`src/hw/rtl/noc_vc_allocator_and_link_scheduler_unit_assert.svh`:
```
// Assertion macros shared by the VC allocator and link scheduler RTL.
`ifndef NOC_VC_ALLOCATOR_AND_LINK_SCHEDULER_UNIT_ASSERT_SVH
`define NOC_VC_ALLOCATOR_AND_LINK_SCHEDULER_UNIT_ASSERT_SVH
`ifndef NO_ASSERTIONS
// Clocked check, disabled while reset is asserted.
`define NOCVAS_ASSERT(name, clk, rst_n, prop) \
  name: assert property (@(posedge clk) disable iff (!rst_n) prop) \
    else $error("nocvas assertion failed");
// Clocked check that also holds during reset.
`define NOCVAS_ASSERT_ALWAYS(name, clk, prop) \
  name: assert property (@(posedge clk) prop) \
    else $error("nocvas assertion failed");
`else
`define NOCVAS_ASSERT(name, clk, rst_n, prop)
`define NOCVAS_ASSERT_ALWAYS(name, clk, prop)
`endif
`endif

```
`src/hw/rtl/nocvas_pkg.sv`:
```
// Types, constants and helpers of the VC allocator and link scheduler.
`timescale 1ns / 1ps
`default_nettype none
package nocvas_pkg;

  localparam int unsigned NUM_VNETS    = 4;
  localparam int unsigned VCS_IN_VNET  = 4;
  localparam int unsigned NUM_VCS      = 16;

  localparam int unsigned VNET_W     = 2;
  localparam int unsigned PTR_W      = 2;
  localparam int unsigned VC_W       = 4;
  localparam int unsigned CREDIT_W   = 4;
  localparam int unsigned STAMP_W    = 32;
  localparam int unsigned BUSY_W     = 17;
  localparam int unsigned THR_W      = 16;
  localparam int unsigned MASK_W     = 16;
  localparam int unsigned CFG_IDX_W  = 2;
  localparam int unsigned CFG_DATA_W = 16;

  localparam logic [STAMP_W-1:0]  STAMP_INF  = {STAMP_W{1'b1}};
  localparam logic [BUSY_W-1:0]   BUSY_MAX   = {BUSY_W{1'b1}};
  localparam logic [CREDIT_W-1:0] CREDIT_MAX = {CREDIT_W{1'b1}};

  localparam logic [THR_W-1:0]     THR_RESET = 16'd50000;
  localparam logic [NUM_VNETS-1:0] ORD_RESET = '0;
  localparam logic [CREDIT_W-1:0]  BPV_RESET = 4'd4;

  typedef enum logic [1:0] {
    FUNC_ALLOC  = 2'd0,
    FUNC_CREDIT = 2'd1,
    FUNC_SCHED  = 2'd2,
    FUNC_NOP    = 2'd3
  } func_e;

  typedef enum logic [CFG_IDX_W-1:0] {
    CFG_DEADLOCK_THR   = 2'd0,
    CFG_ORDERED_MASK   = 2'd1,
    CFG_BUFFERS_PER_VC = 2'd2
  } cfg_idx_e;

  typedef enum logic [1:0] {
    ST_IDLE   = 2'd0,
    ST_EVAL   = 2'd1,
    ST_COMMIT = 2'd2
  } state_e;

  typedef struct packed {
    func_e              func;
    logic [VNET_W-1:0]  vnet;
    logic [VC_W-1:0]    credit_vc;
    logic               credit_free;
    logic [MASK_W-1:0]  ready_mask;
    logic [MASK_W-1:0]  tail_mask;
  } in_t;

  typedef struct packed {
    logic            alloc_ok;
    logic [VC_W-1:0] alloc_vc;
    logic            deadlock;
    logic            send_ok;
    logic [VC_W-1:0] send_vc;
  } out_t;

  typedef struct packed {
    logic load;
    logic eval;
    logic commit;
  } cmd_t;

  typedef struct packed {
    logic slot_free;
  } status_t;

  // Index of the lowest set bit, zero when none is set.
  function automatic logic [VC_W-1:0] lowest_set(input logic [NUM_VCS-1:0] vec);
    logic [VC_W-1:0] idx;
    idx = '0;
    for (int i = NUM_VCS - 1; i >= 0; i--) begin
      if (vec[i]) begin
        idx = VC_W'(i);
      end
    end
    return idx;
  endfunction

endpackage
`default_nettype wire

```
`src/hw/rtl/nocvas_ctrl.sv`:
```
// Sequencing controller: accept, evaluate and commit one item at a time.
`timescale 1ns / 1ps
`default_nettype none
module nocvas_ctrl (
  input  wire logic                clk_i,
  input  wire logic                rst_ni,
  input  wire logic                in_valid_i,
  output logic                     in_stall_o,
  input  wire nocvas_pkg::status_t status_i,
  output nocvas_pkg::cmd_t         cmd_o
);

  nocvas_pkg::state_e state_q, state_d;
  logic               accept_ok;

  always_ff @(posedge clk_i or negedge rst_ni) begin
    if (!rst_ni) begin
      state_q <= nocvas_pkg::ST_IDLE;
    end else begin
      state_q <= state_d;
    end
  end

  always_comb begin
    state_d = state_q;
    case (state_q)
      nocvas_pkg::ST_IDLE: begin
        if (in_valid_i) begin
          state_d = nocvas_pkg::ST_EVAL;
        end
      end
      nocvas_pkg::ST_EVAL: begin
        state_d = nocvas_pkg::ST_COMMIT;
      end
      nocvas_pkg::ST_COMMIT: begin
        // hold until the result slot frees; take the next transfer on the way out
        if (status_i.slot_free) begin
          state_d = in_valid_i ? nocvas_pkg::ST_EVAL : nocvas_pkg::ST_IDLE;
        end
      end
      default: begin
        state_d = nocvas_pkg::ST_IDLE;
      end
    endcase
  end

  always_comb begin
    accept_ok     = 1'b0;
    cmd_o         = '0;
    case (state_q)
      nocvas_pkg::ST_IDLE: begin
        accept_ok = 1'b1;
      end
      nocvas_pkg::ST_EVAL: begin
        cmd_o.eval = 1'b1;
      end
      nocvas_pkg::ST_COMMIT: begin
        accept_ok    = status_i.slot_free;
        cmd_o.commit = status_i.slot_free;
      end
      default: begin
        accept_ok = 1'b0;
      end
    endcase
    cmd_o.load = in_valid_i & accept_ok;
    in_stall_o = ~accept_ok;
  end

endmodule
`default_nettype wire

```
`src/hw/rtl/nocvas_dp.sv`:
```
// Datapath: VC state, allocation, credit handling, link arbitration, result slot.
`timescale 1ns / 1ps
`default_nettype none
module nocvas_dp (
  input  wire logic                                  clk_i,
  input  wire logic                                  rst_ni,
  input  wire nocvas_pkg::cmd_t                      cmd_i,
  output nocvas_pkg::status_t                        status_o,
  input  wire nocvas_pkg::in_t                       in_data_i,
  output logic                                       out_valid_o,
  input  wire logic                                  out_stall_i,
  output nocvas_pkg::out_t                           out_data_o,
  input  wire logic                                  cfg_we_i,
  input  wire logic [nocvas_pkg::CFG_IDX_W-1:0]      cfg_idx_i,
  input  wire logic [nocvas_pkg::CFG_DATA_W-1:0]     cfg_wdata_i
);

  localparam int unsigned NV  = nocvas_pkg::NUM_VNETS;
  localparam int unsigned VPV = nocvas_pkg::VCS_IN_VNET;
  localparam int unsigned NVC = nocvas_pkg::NUM_VCS;

  nocvas_pkg::in_t                        item_q;
  logic [nocvas_pkg::THR_W-1:0]           thr_q;
  logic [NV-1:0]                          omask_q;
  logic [nocvas_pkg::CREDIT_W-1:0]        credit_q [NVC];
  logic [NVC-1:0]                         active_q;
  logic [nocvas_pkg::STAMP_W-1:0]         stamp_q [NVC];
  logic [nocvas_pkg::PTR_W-1:0]           aptr_q [NV];
  logic [nocvas_pkg::BUSY_W-1:0]          busy_q [NV];
  logic [nocvas_pkg::VC_W-1:0]            lptr_q;
  logic [nocvas_pkg::STAMP_W-1:0]         seq_q;
  logic [NVC-1:0]                         elig_q, elig_d;
  logic [NVC-1:0]                         blocked;
  nocvas_pkg::out_t                       out_q, res;
  logic                                   out_valid_q;

  // allocation
  logic [nocvas_pkg::PTR_W-1:0]           a_ptr, a_idx, a_next;
  logic [nocvas_pkg::PTR_W:0]             a_sum;
  logic [nocvas_pkg::VC_W-1:0]            a_base, a_vc, a_cand_vc;
  logic                                   a_found;
  logic [nocvas_pkg::BUSY_W-1:0]          busy_cur, busy_inc;
  logic                                   dl_hit;

  // link arbitration
  logic [NVC-1:0]                         above, upper;
  logic                                   s_any;
  logic [nocvas_pkg::VC_W-1:0]            s_vc;

  // ordered-vnet check: a ready sibling with an older stamp blocks the VC
  always_comb begin
    blocked = '0;
    for (int i = 0; i < NVC; i++) begin
      for (int k = 0; k < VPV; k++) begin
        if (item_q.ready_mask[(i / VPV) * VPV + k] &&
            (stamp_q[(i / VPV) * VPV + k] < stamp_q[i])) begin
          blocked[i] = 1'b1;
        end
      end
    end
    for (int i = 0; i < NVC; i++) begin
      elig_d[i] = item_q.ready_mask[i] && (credit_q[i] != '0) &&
                  !(omask_q[i / VPV] && blocked[i]);
    end
  end

  // first idle VC of the vnet, walking round-robin from its pointer
  always_comb begin
    a_ptr     = aptr_q[item_q.vnet];
    a_base    = nocvas_pkg::VC_W'(item_q.vnet * VPV);
    a_found   = 1'b0;
    a_idx     = a_ptr;
    a_vc      = '0;
    a_sum     = '0;
    a_cand_vc = '0;
    for (int d = 0; d < VPV; d++) begin
      a_sum = {1'b0, a_ptr} + (nocvas_pkg::PTR_W + 1)'(d);
      if (a_sum >= (nocvas_pkg::PTR_W + 1)'(VPV)) begin
        a_sum = a_sum - (nocvas_pkg::PTR_W + 1)'(VPV);
      end
      a_cand_vc = a_base + nocvas_pkg::VC_W'(a_sum);
      if (!a_found && !active_q[a_cand_vc]) begin
        a_found = 1'b1;
        a_idx   = a_sum[nocvas_pkg::PTR_W-1:0];
        a_vc    = a_cand_vc;
      end
    end
    a_sum = {1'b0, a_idx} + (nocvas_pkg::PTR_W + 1)'(1);
    if (a_sum >= (nocvas_pkg::PTR_W + 1)'(VPV)) begin
      a_sum = '0;
    end
    a_next   = a_found ? a_sum[nocvas_pkg::PTR_W-1:0] : a_ptr;
    busy_cur = busy_q[item_q.vnet];
    busy_inc = (busy_cur == nocvas_pkg::BUSY_MAX) ? busy_cur
                                                  : busy_cur + nocvas_pkg::BUSY_W'(1);
    dl_hit   = busy_inc > nocvas_pkg::BUSY_W'(thr_q);
  end

  // round-robin pick after the last granted VC
  always_comb begin
    for (int i = 0; i < NVC; i++) begin
      above[i] = nocvas_pkg::VC_W'(i) > lptr_q;
    end
    upper = elig_q & above;
    s_any = |elig_q;
    s_vc  = (|upper) ? nocvas_pkg::lowest_set(upper) : nocvas_pkg::lowest_set(elig_q);
  end

  always_comb begin
    res = '0;
    case (item_q.func)
      nocvas_pkg::FUNC_ALLOC: begin
        res.alloc_ok = a_found;
        res.alloc_vc = a_found ? a_vc : '0;
        res.deadlock = !a_found && dl_hit;
      end
      nocvas_pkg::FUNC_SCHED: begin
        res.send_ok = s_any;
        res.send_vc = s_any ? s_vc : '0;
      end
      default: begin
        res = '0;
      end
    endcase
  end

  always_ff @(posedge clk_i) begin
    if (cmd_i.load) begin
      item_q <= in_data_i;
    end
    if (cmd_i.eval) begin
      elig_q <= elig_d;
    end
    if (cmd_i.commit) begin
      out_q <= res;
    end
  end

  always_ff @(posedge clk_i or negedge rst_ni) begin
    if (!rst_ni) begin
      thr_q    <= nocvas_pkg::THR_RESET;
      omask_q  <= nocvas_pkg::ORD_RESET;
      active_q <= '0;
      lptr_q   <= '0;
      seq_q    <= '0;
      for (int i = 0; i < NVC; i++) begin
        credit_q[i] <= nocvas_pkg::BPV_RESET;
        stamp_q[i]  <= nocvas_pkg::STAMP_INF;
      end
      for (int v = 0; v < NV; v++) begin
        aptr_q[v] <= '0;
        busy_q[v] <= '0;
      end
    end else if (cfg_we_i) begin
      case (nocvas_pkg::cfg_idx_e'(cfg_idx_i))
        nocvas_pkg::CFG_DEADLOCK_THR: begin
          thr_q <= cfg_wdata_i[nocvas_pkg::THR_W-1:0];
        end
        nocvas_pkg::CFG_ORDERED_MASK: begin
          omask_q <= cfg_wdata_i[NV-1:0];
        end
        nocvas_pkg::CFG_BUFFERS_PER_VC: begin
          // reload every credit count with the new depth
          for (int i = 0; i < NVC; i++) begin
            credit_q[i] <= cfg_wdata_i[nocvas_pkg::CREDIT_W-1:0];
          end
        end
        default: begin
          thr_q <= thr_q;
        end
      endcase
    end else if (cmd_i.commit) begin
      case (item_q.func)
        nocvas_pkg::FUNC_ALLOC: begin
          aptr_q[item_q.vnet] <= a_next;
          if (a_found) begin
            busy_q[item_q.vnet] <= '0;
            active_q[a_vc]      <= 1'b1;
            stamp_q[a_vc]       <= seq_q;
            seq_q               <= seq_q + nocvas_pkg::STAMP_W'(1);
          end else begin
            busy_q[item_q.vnet] <= busy_inc;
          end
        end
        nocvas_pkg::FUNC_CREDIT: begin
          for (int i = 0; i < NVC; i++) begin
            if (nocvas_pkg::VC_W'(i) == item_q.credit_vc) begin
              if (credit_q[i] != nocvas_pkg::CREDIT_MAX) begin
                credit_q[i] <= credit_q[i] + nocvas_pkg::CREDIT_W'(1);
              end
            end
          end
          if (item_q.credit_free) begin
            active_q[item_q.credit_vc] <= 1'b0;
          end
        end
        nocvas_pkg::FUNC_SCHED: begin
          if (s_any) begin
            lptr_q <= s_vc;
            for (int i = 0; i < NVC; i++) begin
              if (nocvas_pkg::VC_W'(i) == s_vc) begin
                credit_q[i] <= credit_q[i] - nocvas_pkg::CREDIT_W'(1);
              end
            end
            if (item_q.tail_mask[s_vc]) begin
              stamp_q[s_vc] <= nocvas_pkg::STAMP_INF;
            end
          end
        end
        default: begin
          lptr_q <= lptr_q;
        end
      endcase
    end
  end

  // result slot: fill on commit, drain on transfer
  always_ff @(posedge clk_i or negedge rst_ni) begin
    if (!rst_ni) begin
      out_valid_q <= 1'b0;
    end else if (cmd_i.commit) begin
      out_valid_q <= 1'b1;
    end else if (!out_stall_i) begin
      out_valid_q <= 1'b0;
    end
  end

  assign status_o.slot_free = !out_valid_q || !out_stall_i;
  assign out_valid_o        = out_valid_q;
  assign out_data_o         = out_q;

endmodule
`default_nettype wire

```
`src/hw/rtl/noc_vc_allocator_and_link_scheduler_unit.sv`:
```
// Flow: an accepted item is registered, evaluated, then committed to the result slot;
// the controller's evaluate and commit steps pace the items, it takes the next item
// as the commit step completes, and a stalled result slot holds the commit step.
// Reset: asynchronous, active low; all VCs idle with full credit, stamps at
// infinity, pointers, busy counters and sequence at zero, config registers at reset values.
`timescale 1ns / 1ps
`default_nettype none
`include "noc_vc_allocator_and_link_scheduler_unit_assert.svh"
module noc_vc_allocator_and_link_scheduler_unit (
  input  wire logic                              clk_i,
  input  wire logic                              rst_ni,
  input  wire logic                              in_valid_i,
  output logic                                   in_stall_o,
  input  wire nocvas_pkg::in_t                   in_data_i,
  output logic                                   out_valid_o,
  input  wire logic                              out_stall_i,
  output nocvas_pkg::out_t                       out_data_o,
  input  wire logic                              cfg_we_i,
  input  wire logic [nocvas_pkg::CFG_IDX_W-1:0]  cfg_idx_i,
  input  wire logic [nocvas_pkg::CFG_DATA_W-1:0] cfg_wdata_i
);

  nocvas_pkg::cmd_t    cmd;
  nocvas_pkg::status_t status;

  nocvas_ctrl u_ctrl (
    .clk_i      (clk_i),
    .rst_ni     (rst_ni),
    .in_valid_i (in_valid_i),
    .in_stall_o (in_stall_o),
    .status_i   (status),
    .cmd_o      (cmd)
  );

  nocvas_dp u_dp (
    .clk_i       (clk_i),
    .rst_ni      (rst_ni),
    .cmd_i       (cmd),
    .status_o    (status),
    .in_data_i   (in_data_i),
    .out_valid_o (out_valid_o),
    .out_stall_i (out_stall_i),
    .out_data_o  (out_data_o),
    .cfg_we_i    (cfg_we_i),
    .cfg_idx_i   (cfg_idx_i),
    .cfg_wdata_i (cfg_wdata_i)
  );

  `NOCVAS_ASSERT(a_no_commit_after_accept, clk_i, rst_ni, (in_valid_i && !in_stall_o) |=> !cmd.commit)
  `NOCVAS_ASSERT(a_commit_needs_slot, clk_i, rst_ni, cmd.commit |-> status.slot_free)
  `NOCVAS_ASSERT(a_one_kind_of_result, clk_i, rst_ni, out_valid_o |-> !(out_data_o.alloc_ok && out_data_o.send_ok))
  `NOCVAS_ASSERT_ALWAYS(a_no_deadlock_on_success, clk_i, out_valid_o |-> !(out_data_o.alloc_ok && out_data_o.deadlock))

endmodule
`default_nettype wire
```
`config.mk`:
```
export PLATFORM = sky130hd
export DESIGN_NAME = noc_vc_allocator_and_link_scheduler_unit
export DESIGN_NICKNAME = d
export VERILOG_FILES = /design/src/hw/rtl/nocvas_pkg.sv /design/src/hw/rtl/nocvas_ctrl.sv /design/src/hw/rtl/nocvas_dp.sv /design/src/hw/rtl/noc_vc_allocator_and_link_scheduler_unit.sv
export VERILOG_INCLUDE_DIRS = /design/src /design/src/hw/rtl
export SDC_FILE = /design/constraint.sdc
export NUM_CORES = 2
export LEC_CHECK = 0
export ABC_AREA = 1
export ABC_CLOCK_PERIOD_IN_PS = 4100
export BUFFER_PORTS_ARGS = -buffer_cell sky130_fd_sc_hd__buf_2
export CAP_MARGIN = 20
export CORE_UTILIZATION = 29
export CTS_BUF_LIST = sky130_fd_sc_hd__clkbuf_16
export CTS_CLUSTER_SIZE = 20
export DETAILED_ROUTE_END_ITERATION = 8
export GPL_ROUTABILITY_DRIVEN = 0
export HOLD_SLACK_MARGIN = 0.1
export PLACE_DENSITY = 0.52
export RECOVER_POWER = 100
export SYNTH_ARGS = -nofsm -noshare
export SYNTH_HDL_FRONTEND = slang
export SYNTH_SLANG_ARGS = --single-unit
```
`constraint.sdc`:
```
create_clock -name clk_i -period 4.1 [get_ports clk_i]
set_input_delay 0.41 -clock clk_i [delete_from_list [all_inputs] [get_ports clk_i]]
set_output_delay 0.41 -clock clk_i [all_outputs]
set_load 0.005 [all_outputs]
```
==> impl_metrics.json <==
{
  "status": "finished, violations left",
  "violations": "max-capacitance violations, max-slew violations, negative setup slack",
  "dieHeight_um": 470,
  "yosys.area_share.xor_xnor": 0.0124,
  "synthAdderAreaFrac": 0.168,
  "grt_max_degree": 204,
  "dieArea_um2": 221000,
  "yosysWarningCount": 0,
  "cts_tree": "done",
  "place_ws_ns": -0.275,
  "synthArstFlopShare": 0.914,
  "slew_headroom": -0.473,
  "cts_root_buf": "clkbuf_16",
  "cts_buffer_depth": 3,
  "min_path_cells": 3,
  "grt_first_pass_wirelength_um": 377000,
  "drt_first_pass_iters": 8,
  "initial_core_util": 0.292,
  "syn_area_um2": 63500,
  "antenna_found_initial": 6,
  "die_x_um": 470,
  "register_area_um2": 20900,
  "power_mw": 45.8,
  "numCtsBuffers": 102,
  "ir_drop_v": 0.000491,
  "synth_cell_type_count": 68,
  "syn2layout_area_growth_pct": 17.3,
  "coreArea_um2": 217000,
  "row_count": 171,
  "wire_per_inst_um": 21.1,
  "rsz0062_at_grt": "true",
  "gr-total-overflow": 0,
  "grt.total_usage": 0.219,
  "cap_violations": 8,
  "synthMuxAreaShare": 0.000886,
  "yosys_most_used_dff": "dfstp_2",
  "timing.setup.tns_ns": -0.429,
  "syn_inst": 8690,
  "ant_nets": 0,
  "worstMarginPinSlew_ns": 2.21,
  "final_cell_mix": "nand2_1 (2558), nand3_1 (945), ha_1 (820)",
  "synth_nets": 9596,
  "worst_path_most_repeated_cell": "nand2_1",
  "cts_max_level": 3,
  "leakage_nw": 36.9,
  "clock_latency_ns": 0.76,
  "first_iter_violations": 5717,
  "synth_edf_count": 68,
  "period_share": 1.01,
  "cp-end-kind": "register",
  "portBuffers": 76,
  "min_period_ns": 4.14,
  "cts.clk_slew.worst_paths_ns": 0.06,
  "arrival_ns": 4.84,
  "vias": 62700,
  "grt_pass1_vias": 60300,
  "stdcell_area_um2": 74600,
  "r2r_start": "u_dp.item_q[38]",
  "power.density_nw_per_um2": 614,
  "fin_util": 0.343,
  "stdcell_count": 11900,
  "multiInputGateArea_um2": 38400,
  "fin_nets": 9818,
  "dpl_cell_area_um2": 69800,
  "ys_ff_latch": 795,
  "synth-compound-area-share": 0.133,
  "setup_viol": 26,
  "clock_skew_ns": 0.0357,
  "final_hold_viol_count": 0,
  "critical-path-max-stage-delay_ns": 0.43,
  "numPlacedInstances": 11600,
  "drt-total-wl_um": 250000,
  "drc": 0,
  "io_pins": 77,
  "cp-startpoint": "u_dp.item_q[38]",
  "synth_simple_gate_area_frac": 0.278,
  "hold_path_class": "in -> reg",
  "ys_seq_area_frac": 0.329,
  "syn_area_per_cell_um2": 7.31,
  "worst_slack_ns": -0.0405,
  "drv_slew": 444,
  "fillers": 22700,
  "crit_fanout": 16,
  "cts.sinks": 795,
  "drive_above_1_share": 0.147,
  "cpMaxStageDelayCell": "edfxtp_1",
  "timing.fmax_mhz": 242,
  "post_drt_via_cell_ratio": 5.29,
  "hpwl_um": 173000,
  "cp-start-kind": "register",
  "synth_top_family_by_area": "simple AND/OR/NAND/NOR gates",
  "worst-setup-path-type": "reg -> reg",
  "required_ns": 4.80,
  "ff2ff_path_depth": 29,
  "hold_start": "cfg_wdata_i[3]",
  "layout_commonest_cell": "nand2_1",
  "holdWs_ns": 0.176
}
==> per-layer routing <==
layer,track usage,wire length [µm],vias to the layer above
li1,-,-,29700
met1,0.302,113000,30500
met2,0.344,110000,2166
met3,0.0335,16800,425
met4,0.0821,9970,2
met5,0,13,-
==> power breakdown <==
part           switching (mW)  internal (mW)  total, mW
Sequential               1.34           9.64       11.0
Clock                    3.98           4.96       8.94
Combinational            17.3           8.53       25.9
==> layout make-up <==
type / instances / share of cell area
multi-input combinational: 6658 / 0.515
sequential: 795 / 0.280
timing repair buffer: 558 / 0.0740
tap: 2854 / 0.0479
inverter: 797 / 0.0402
clock buffer: 102 / 0.0342
clock inverter: 89 / 0.00857
antenna: 4 / 0.000134
==> state kept, by name, summed over array words and instances (netlist names) <==
name / count
u_dp.thr_q: 16
u_dp.out_data_o: 11
u_dp.busy_q: 68
u_ctrl.state_q: 2
u_dp.item_q: 41
u_dp.stamp_q: 512
u_dp.omask_q: 4
u_dp.credit_q: 64
u_dp.aptr_q: 8
u_dp.active_q: 16
u_dp.elig_q: 16
u_dp.seq_q: 32
u_dp.lptr_q: 4
u_dp.out_valid_o: 1
==> critical path, delay by kind of cell (launching register included) <==
family,cells,cell delay [ns]
fa+ha+maj,2,0.38
compound gates,3,0.26
buf+inv,11,1.36
flops,1,0.43
simple gates,13,1.67
==> kinds of logic (layout without fill, tap and decap cells) <==
kind of cell	Yosys count	count (layout)
xor gates and xnor gates	90	90
muxes	5	5
buffers and inverters	1237	1546
other	0	4
DFF	795	795
and+or+nand+nor	4201	4201
AOI/OAI and AO/OA	1520	1520
adders and majority gates	842	842
==> synthesized netlist by cell type (6+ instances only) <==
cell / number / area, µm²
a211o_1: 6 / 52.6
a211oi_1: 56 / 420
a21oi_1: 516 / 2580
a221oi_1: 24 / 210
a22oi_1: 11 / 82.6
a31oi_1: 12 / 75.1
buf_1: 19 / 71.3
buf_2: 172 / 861
buf_4: 28 / 210
clkbuf_1: 217 / 815
dfrtp_1: 193 / 4830
dfstp_2: 534 / 14000
edfxtp_1: 68 / 2040
fa_1: 16 / 320
ha_1: 826 / 10300
inv_1: 779 / 2920
inv_2: 14 / 52.6
nand2_1: 2578 / 9680
nand2_2: 11 / 68.8
nand3_1: 949 / 4750
nand3b_1: 7 / 52.6
nand4_1: 98 / 613
nor2_1: 396 / 1490
nor2_4: 9 / 101
nor3_1: 62 / 310
nor4_1: 54 / 338
o2111ai_1: 14 / 123
o211ai_1: 31 / 233
o21a_1: 20 / 150
o21ai_0: 707 / 3540
o21ai_1: 20 / 100
o21bai_1: 16 / 120
o221ai_1: 25 / 219
o31ai_1: 14 / 105
xnor2_1: 7 / 61.3
xor2_1: 83 / 727
==> path summary, 6_finish.rpt <==
path	endpoint	slack, ns
setup / recovery	u_dp.stamp_q[269]	-0.04
hold / removal	u_dp.thr_q[3]	0.18
setup reg to reg	u_dp.stamp_q[269]	-0.04
hold reg to reg	u_dp.stamp_q[456]	0.47
max in group asynchronous	u_dp.credit_q[49]	0.63
min in group asynchronous	u_dp.seq_q[12]	0.88
==> repair_timing <==
action | in CTS | in global routing
endpoints found under the setup margin | 530 | 591
hold endpoints to repair | 94 | 0
resized for setup | 64 | 70
hold buffers | 60 | 0
pin swaps | 31 | 32
gates cloned | 3 | 6
setup buffers | 19 | 19
No activity file was read; power rests on OpenSTA's default activity.
